[config.mk]
export PLATFORM = sky130hd
export DESIGN_NAME = neks_ram
export DESIGN_NICKNAME = d
export VERILOG_FILES = /design/src/hw/rtl/neks_ram.sv
export SDC_FILE = /design/constraint.sdc
export NUM_CORES = 1
export LEC_CHECK = 0
export CELL_PAD_IN_SITES_DETAIL_PLACEMENT = 0
export CELL_PAD_IN_SITES_GLOBAL_PLACEMENT = 1
export CORE_MARGIN = 10
export CORE_UTILIZATION = 61
export CTS_CLUSTER_SIZE = 25
export DETAILED_ROUTE_END_ITERATION = 16
export DONT_BUFFER_PORTS = 1
export GPL_ROUTABILITY_DRIVEN = 0
export PLACE_DENSITY = 0.95
export SYNTH_ARGS = -nofsm -noshare
export SYNTH_HDL_FRONTEND = slang
export SYNTH_SLANG_ARGS = --single-unit
[constraint.sdc]
create_clock -name clk -period 3.5 [get_ports clk]
set_input_delay 0.7 -clock clk [delete_from_list [all_inputs] [get_ports clk]]
set_output_delay 0.7 -clock clk [all_outputs]
set_load 0.02 [all_outputs]
[src/hw/rtl/neks_ram.sv]
`default_nettype none
// ----------------------------------------------------------------------------
// neks_ram
// Generic single-write, single-read synchronous RAM with a registered read.
// ----------------------------------------------------------------------------
module neks_ram #(
	parameter int WIDTH = 8,
	parameter int DEPTH = 64
) (
	input  wire logic                                    clk,
	input  wire logic                                    wr_en,
	input  wire logic [((DEPTH > 1) ? $clog2(DEPTH) : 1)-1:0] wr_addr,
	input  wire logic [WIDTH-1:0]                        wr_data,
	input  wire logic                                    rd_en,
	input  wire logic [((DEPTH > 1) ? $clog2(DEPTH) : 1)-1:0] rd_addr,
	output logic      [WIDTH-1:0]                        rd_data
);

	logic [WIDTH-1:0] mem_q [DEPTH];

	// Write port.
	always_ff @(posedge clk) begin
		if (wr_en) begin
			mem_q[wr_addr] <= wr_data;
		end
	end

	// Read port; the data is registered and appears in the cycle after rd_en.
	always_ff @(posedge clk) begin
		if (rd_en) begin
			rd_data <= mem_q[rd_addr];
		end
	end

endmodule
`default_nettype wire

==> metrics.yaml <==
status: "completed"
drt.antenna.violating_nets: 0
pwr_density_cell_nw_per_um2: 551
stdcell_count: 1442
track_usage_pct: 20.9
multi_input_area_sq_um: 4320
clk_pin_slew_ns: 0.06
grt_setup_unrepaired: "false"
cp-start-kind: "register"
relSlewSlack_pct: 33.5
clock_path_buffers: 3
grt_pass1_wl_microns: 64000
synthCells: 940
crit_path_end_kind: "register"
period_minus_slack_ns: 2.26
drt_iter0_drc: 1135
clkLatencyLatePin_ns: 0.55
yosysWarnings: 0
n_antenna_cell: 0
setup_viol: 0
drc: 0
ir_drop_mv: 0.393
routed_via_density: 6.66
path_class: "register to register"
placedCellCount: 1355
cts_setup_buffers: 0
cts_tree: "built"
cp_slowest_stage_delay_ns: 0.50
synth-seq-area-share_pct: 77.1
dp.final_hpwl_microns: 24200
drtPass1Iterations: 5
io_buffers: 0
finalCritPeriodShare_pct: 64.6
routed_wl_microns: 42300
fin_nets: 986
ys_types: 39
dieArea_sq_um: 40900
clockRootBuffer: "clkbuf_16"
tns_ns: 0
worst_ep_arrival_time_ns: 2.54
nFillCells: 1878
dpl-instance-area_sq_um: 20700
drv_cap: 0
holdBufCountCts: 0
die_w_microns: 202
synth_area_leaders: "edfxtp_1, mux4_2, nor2_1"
r2r-start: "mem_q[15][2]"
grt_overflow: 0
synth-seq-cells: 520
drive_above_1_share_pct: 22.7
final_cell_area_sq_um: 22100
core_sq_um: 32600
grt_pass1_vias: 9751
hold_viol: 0
regArea_sq_um: 15600
initial_utilization_pct: 62.1
synth_top_cell_by_area: "edfxtp_1"
area_growth_pct: 9.31
hold_class: "input pin to register"
hold_slack_ns: 0.249
cp_cell_sequence: "mux4_2 > mux4_2 > nor2_1 > nor3_1 > o2bb2ai_1"
worstSetupEndpoint: "rd_data[2]"
syn_area_sq_um: 20200
hold_depth: 0
fp.dieH_microns: 202
fp-row-count: 66
ioPinCount: 31
report.final.slew_viol_count: 0
startpoint: "mem_q[15][2]"
grt_start_max_net_pins: 138
cts_buffers: 48
r2r_cells: 5
cpMostUsedCell: "mux4_2"
leakage_nw: 6.82
vias: 9601
wl_per_cell_microns: 29.3
worst_pin_slew_ns: 0.994
antenna_found_initial: 1
cts_resized: 0
skew_ns: 0.0186
worstPathRequired_ns: 3.78
synth_nets: 963
rrSetupSlack_ns: 1.24
reg2reg_to: "rd_data[2]"
power_w: 0.0122
htree_num_levels: 2
syn_area_per_cell_sq_um: 21.5
fmax_mhz: 442
clkSinkCount: 520
critPathSlowestCell: "mux4_2"
critPathMaxFanout: 1
synth_top_area_share_pct: 77.1
critical path: cells and delay by family (launching register included):
family / cells / cell delay, ns
and+or+nand+nor: 2 / 0.51
DFF: 1 / 0.37
muxes: 2 / 0.98
AOI/OAI and AO/OA: 1 / 0.15
routing by layer:
layer / GRT usage (%) / part of all wire (%)
met4: 7.01 / 3.3
met1: 29.0 / 37
met2: 32.4 / 48
met5: 0 / 0.038
met3: 5.10 / 12
synth_stat cells:
master and number:
a2111oi_0 2, a211oi_1 4, a21oi_1 3, a221oi_1 6
a22oi_1 3, a31oi_1 1, and2_1 1, buf_1 4
buf_12 2, buf_2 11, buf_4 13, buf_6 4
clkbuf_1 17, edfxtp_1 520, mux2_2 13, mux2i_1 23
mux4_2 126, nand2_1 19, nand2b_1 7, nand3_1 13
nand3b_1 3, nand4_1 2, nand4b_1 1, nor2_1 83
nor2b_1 14, nor3_1 7, nor4_1 2, o2111ai_1 3
o21a_1 2, o21ai_0 2, o21ai_1 2, o221a_2 2
o221ai_1 8, o22ai_1 8, o2bb2ai_1 3, o311ai_1 1
o32ai_1 2, o41ai_1 2, or3_1 1
registers in the layout, indices dropped and copies added, names as in the netlist:
signal	cells
rd_data	8
mem_q	512
cells by family (layout without fill, tap and decap cells):
| family | Yosys count | after routing | synth area share (%) |
|---|---|---|---|
| flip-flops | 520 | 520 | 77.1 |
| multiplexers | 162 | 162 | 15.9 |
| AND/OR/NAND/NOR | 153 | 153 | 3.37 |
| AO/OA/AOI/OAI | 54 | 54 | 2.06 |
| buffers and inverters | 51 | 111 | 1.56 |
through the flow:
step           utilization, %  worst slack (ns)
6_report                 67.8              1.24
4_1_cts                  67.8              1.31
3_5_place_dp             63.3             0.879
2_1_floorplan               -             0.994
5_1_grt                  67.8              1.21
3_3_place_gp             63.3             0.908
area by class of cell:
cell class	count	area share [%]
clock inverters	31	0.972
clock buffers	56	5.66
multi-input cells	369	19.5
repair buffers	24	0.814
flip-flops and latches	520	70.6
well taps	442	2.50
cell usage in the layout, fill, tap and decap left out, drive strengths merged, types with 4 or more instances in the layout:
master,count
nand2b,7
mux2i,23
buf,24
clkinv,27
mux2,13
mux4,126
nand3,13
nor2b,14
o221ai,8
nand2,19
a221oi,6
a211oi,4
nor3,7
o21ai,4
edfxtp,520
o22ai,8
nor2,83
clkbuf,56
power by group:
group,internal [W],total (W),switching [W]
clock network,0.00277,0.00491,0.00214
logic,0.000203,0.000353,0.000150
registers,0.00690,0.00693,0.0000296
total,0.00988,0.0122,0.00232
worst min-delay path by stage:
stage,endpoint,from,slack [ns]
2_1_floorplan,rd_data[0],mem_q[34][0],0.80
3_3_place_gp,mem_q[28][0],wr_data[0],0.81
3_5_place_dp,mem_q[20][0],wr_data[0],0.81
4_1_cts,mem_q[52][5],wr_data[5],0.24
5_1_grt,mem_q[11][4],wr_data[4],0.24
6_report,mem_q[2][6],wr_data[6],0.25
(Power assumes the default switching activity.)
