===== src/hw/rtl/neks_pkg.sv =====
`default_nettype none
// ----------------------------------------------------------------------------
// neks_pkg
// Shared constants and types for the nearest entry of kind search core.
// ----------------------------------------------------------------------------
package neks_pkg;

	// Default sizes of the entry table and its fields.
	localparam int MAX_ENTRIES_DEF = 64;
	localparam int COORD_BITS_DEF  = 24;
	localparam int KIND_BITS_DEF   = 4;

	// Fixed widths of the slot fields and the entry count register.
	localparam int SLOT_BITS  = 6;
	localparam int COUNT_BITS = 7;

	// Command codes carried by a request transaction.
	localparam logic CMD_LOAD  = 1'b0;
	localparam logic CMD_QUERY = 1'b1;

	// Status of one entry travelling through the distance pipeline.
	typedef struct packed {
		logic valid;
		logic match;
	} neks_tag_t;

endpackage
`default_nettype wire


===== src/hw/rtl/neks_dist.sv =====
`default_nettype none
// ----------------------------------------------------------------------------
// neks_dist
// Three-stage pipeline that checks the kind of one entry and computes its
// squared Euclidean distance to the query point.
// ----------------------------------------------------------------------------
module neks_dist #(
	parameter int COORD_BITS = neks_pkg::COORD_BITS_DEF,
	parameter int KIND_BITS  = neks_pkg::KIND_BITS_DEF,
	parameter int IDX_BITS   = 6
) (
	input  wire logic                          clk,
	input  wire logic                          arst_n,
	input  wire logic                          in_valid,
	input  wire logic [IDX_BITS-1:0]           in_idx,
	input  wire logic [KIND_BITS-1:0]          entry_kind,
	input  wire logic signed [COORD_BITS-1:0]  entry_x,
	input  wire logic signed [COORD_BITS-1:0]  entry_y,
	input  wire logic signed [COORD_BITS-1:0]  entry_z,
	input  wire logic [KIND_BITS-1:0]          query_kind,
	input  wire logic signed [COORD_BITS-1:0]  query_x,
	input  wire logic signed [COORD_BITS-1:0]  query_y,
	input  wire logic signed [COORD_BITS-1:0]  query_z,
	output neks_pkg::neks_tag_t                out_tag,
	output logic [IDX_BITS-1:0]                out_idx,
	output logic [2*COORD_BITS+2:0]            out_dist,
	output logic                               busy
);

	localparam int DIFF_W = COORD_BITS + 1;
	localparam int SQ_W   = 2 * COORD_BITS + 1;
	localparam int SUM_W  = SQ_W + 2;

	neks_pkg::neks_tag_t tag_s1, tag_s2, tag_s3;
	logic [IDX_BITS-1:0] idx_s1, idx_s2, idx_s3;
	logic signed [DIFF_W-1:0] dx_s1, dy_s1, dz_s1;
	logic [SQ_W-1:0] sx_s2, sy_s2, sz_s2;
	logic [SUM_W-1:0] sum_s3;
	logic signed [2*DIFF_W-1:0] px, py, pz;

	// The square of a signed difference is never negative and fits SQ_W bits.
	assign px = dx_s1 * dx_s1;
	assign py = dy_s1 * dy_s1;
	assign pz = dz_s1 * dz_s1;

	// Valid and match flags travel with the data.
	always_ff @(posedge clk or negedge arst_n) begin
		if (!arst_n) begin
			tag_s1 <= '0;
			tag_s2 <= '0;
			tag_s3 <= '0;
		end else begin
			tag_s1.valid <= in_valid;
			tag_s1.match <= in_valid && (entry_kind == query_kind);
			tag_s2 <= tag_s1;
			tag_s3 <= tag_s2;
		end
	end

	// Stage 1 forms the coordinate differences, stage 2 squares them and
	// stage 3 adds the three squares.
	always_ff @(posedge clk) begin
		idx_s1 <= in_idx;
		dx_s1  <= $signed({entry_x[COORD_BITS-1], entry_x})
			- $signed({query_x[COORD_BITS-1], query_x});
		dy_s1  <= $signed({entry_y[COORD_BITS-1], entry_y})
			- $signed({query_y[COORD_BITS-1], query_y});
		dz_s1  <= $signed({entry_z[COORD_BITS-1], entry_z})
			- $signed({query_z[COORD_BITS-1], query_z});
		idx_s2 <= idx_s1;
		sx_s2  <= px[SQ_W-1:0];
		sy_s2  <= py[SQ_W-1:0];
		sz_s2  <= pz[SQ_W-1:0];
		idx_s3 <= idx_s2;
		sum_s3 <= SUM_W'(sx_s2) + SUM_W'(sy_s2) + SUM_W'(sz_s2);
	end

	assign out_tag  = tag_s3;
	assign out_idx  = idx_s3;
	assign out_dist = sum_s3;
	assign busy     = tag_s1.valid | tag_s2.valid | tag_s3.valid;

endmodule
`default_nettype wire


===== config.mk =====
export PLATFORM = sky130hd
export DESIGN_NAME = neks_dist
export DESIGN_NICKNAME = d
export VERILOG_FILES = /design/src/hw/rtl/neks_pkg.sv /design/src/hw/rtl/neks_dist.sv
export SDC_FILE = /design/constraint.sdc
export NUM_CORES = 2
export LEC_CHECK = 0
export ABC_CLOCK_PERIOD_IN_PS = 21800
export BUFFER_PORTS_ARGS = -buffer_cell sky130_fd_sc_hd__clkbuf_2
export CORE_MARGIN = 4
export CORE_UTILIZATION = 40
export CTS_BUF_LIST = sky130_fd_sc_hd__clkbuf_4
export DETAILED_ROUTE_END_ITERATION = 8
export GPL_TIMING_DRIVEN = 0
export SLEW_MARGIN = 20
export SYNTH_ARGS = -nofsm -noshare
export SYNTH_HDL_FRONTEND = slang
export SYNTH_SLANG_ARGS = --single-unit

===== constraint.sdc =====
create_clock -name clk -period 21.8 [get_ports clk]
set_clock_uncertainty 0.15 [all_clocks]
set_input_delay 6.54 -clock clk [delete_from_list [all_inputs] [get_ports clk]]
set_output_delay 6.54 -clock clk [all_outputs]
set_load 0.03 [all_outputs]

==> run metrics <==
grt ovf 0; clock transition at the registers of the reported paths 0.06 ns; worst hold path class flip-flop to flip-flop; Iter 0 DRT Violations 3046; largest net degree at the start of global routing 16; Setup CP Type flip-flop to flip-flop; Horiz. Die Dim 437 um; clock latency at the later pin of the worst-skew pair 1.04 ns; Avg Inst Size Synth 9.67 sq um; Tmin final 10.15 ns; reg2reg setup slack 11.65 ns; CP arrival 10.78 ns; cell count after synthesis 7611; CTS tree built; initial antenna violation count 14; Synth area leaders fa_1, inv_1, ha_1, dfxtp_1, nand2_1; DR vias 51496; post-synthesis register bit count 294; worst-margin pin slew 1.18 ns; Cell Area, Synth 73600 sq um; Final WS setup 11.65 ns; CP endpoint kind flip-flop; CTS Root Buffer Type clkbuf_4; slowest stage delay, CP 0.84 ns; first-pass GRT wire length 330000 um; top cell type's share of synthesized area 50.2%; CTS sink cnt 294; # DRC 0; # IOs 221; Tcrit/Tclk final 46.6%; Distinct cells, synth 88; final-stage net count 10505; final hold vios 0; fraction of registers with async set or reset after synthesis 2.04%; Max-cap violations 0; WL final 210000 um; setup violators final 0; wire per inst 20.1 um; TNS Setup 0 ns; Starting Density 40.2%; CTS resizes 0; leading area contributor after synthesis fa_1; DRT antenna net count 0; CP Buf/Inv Count 9; yosys warns 0; # port buffers 220; core area 183000 sq um; clock buffer depth 3; worst-path maximum fanout 10; count leader, synth inv_1; largest delay contributor family on the critical path adder cells; layout cells sized above 1 5.18%; Critical Path Start Type flip-flop; DR pass1 iterations 5; row cnt 157; Critical Path RT 22.43 ns; Commonest cells post-synth inv_1, fa_1, nand2_1; RSZ-0062 raised after global routing no; H-tree levels 3; status finished, final reports clean; die height 437 um; Max Slew Vio Count 0; CP max-delay cell xor2_1; postcts setup bufs 0; Placer Congestion 0.966; die area 191000 sq um; cts hold-fix bufs 0; GRT Util Overall 22.7%; vias in the first global route 57228; Post-synth EDFFs 0; post-DP HPWL 178000 um; Slew headroom 21.4%; TritonCTS buffer count 91; Seq/Total Area, Yosys 8.04%; area added between synthesis and finish 7.24%; Main synth FF type dfxtp_1; Fmax achieved 0.0985 GHz; via density per instance 4.92; Place WS 11.95 ns
[final cells by class]
type | instances | area [sq um]
flip-flops and latches | 294 | 5920
multi-input cells | 4901 | 58600
fillers | 18032 | 104000
plain buffers | 198 | 778
well taps | 2464 | 3080
repair buffers | 221 | 1110
clock buffers | 122 | 916
diodes | 14 | 35.0
inverters | 2220 | 8330
clock inverters | 36 | 178
[per-layer routing]
metal / share of wire (%) / GRT usage [%] / vias up / routed length, um
met5: 0.0086 / 0 / - / 18
met4: 4.6 / 9.23 / 2 / 9670
met3: 6.5 / 4.14 / 408 / 13800
met2: 48 / 38.0 / 1612 / 102000
met1: 40 / 29.2 / 26469 / 85000
li1: - / - / 23005 / -
[cell families (layout without fill, tap and decap cells)]
group	count (synthesis)	count (layout)	synth area share [%]
AOI/OAI and AO/OA	677	677	6.04
other	1	17	0.00510
muxes	3	3	0.0408
xor gates and xnor gates	305	305	3.63
and+or+nand+nor	1496	1496	9.94
adders and majority gates	2417	2417	59.9
DFF	294	294	8.04
buffers and inverters	2418	2797	12.4
[path summary, 6_finish.rpt]
kind	cells after the start	start	end
worst max-delay path	28	dz_s1[2]	sz_s2[47]
worst min-delay path	0	idx_s2[1]	out_idx[1]
worst max register to register	28	dz_s1[2]	sz_s2[47]
worst min register to register	0	idx_s2[1]	out_idx[1]
max in group asynchronous	1	arst_n	out_tag[1]
min in group asynchronous	1	arst_n	tag_s1[0]
[layout by cell type (no fill, tap or decap), drive strengths merged, types with 113 or more instances in the layout]
cell type  count
nor2         188
nand2        621
a21o         113
inv         2224
clkbuf       532
ha           572
a21oi        210
o21ai        120
xnor2        227
fa          1845
and2         368
dfxtp        288
[sequential cells by signal, summed over array words and instances (netlist names), 6 cells and up]
register,cells
sy_s2,48
out_idx,6
out_dist,51
sx_s2,48
idx_s2,6
sz_s2,48
dx_s1,25
dy_s1,25
idx_s1,6
dz_s1,25
[worst register-to-register path: cells and delay by family (launching register included)]
family | cells | cell delay [ns]
fa+ha+maj | 8 | 3.92
xor+xnor | 1 | 0.84
flops | 1 | 0.68
simple gates | 1 | 0.24
compound gates | 9 | 2.25
buf+inv | 9 | 1.83
[through the flow]
stage	hold slack (ns)	std cells	cell area, sq um	utilization (%)
floorplan	0.160	7613	73600	-
global placement	0.160	10297	77800	42.5
detailed placement	0.162	10297	77800	42.5
CTS	0.172	10455	78900	43.1
global route	0.182	10463	78900	43.1
finish	0.173	10470	78900	43.1
Power is left out: the tool's default activity adds up to more than one toggle a clock period on the data nets, which glitch-free logic cannot reach.
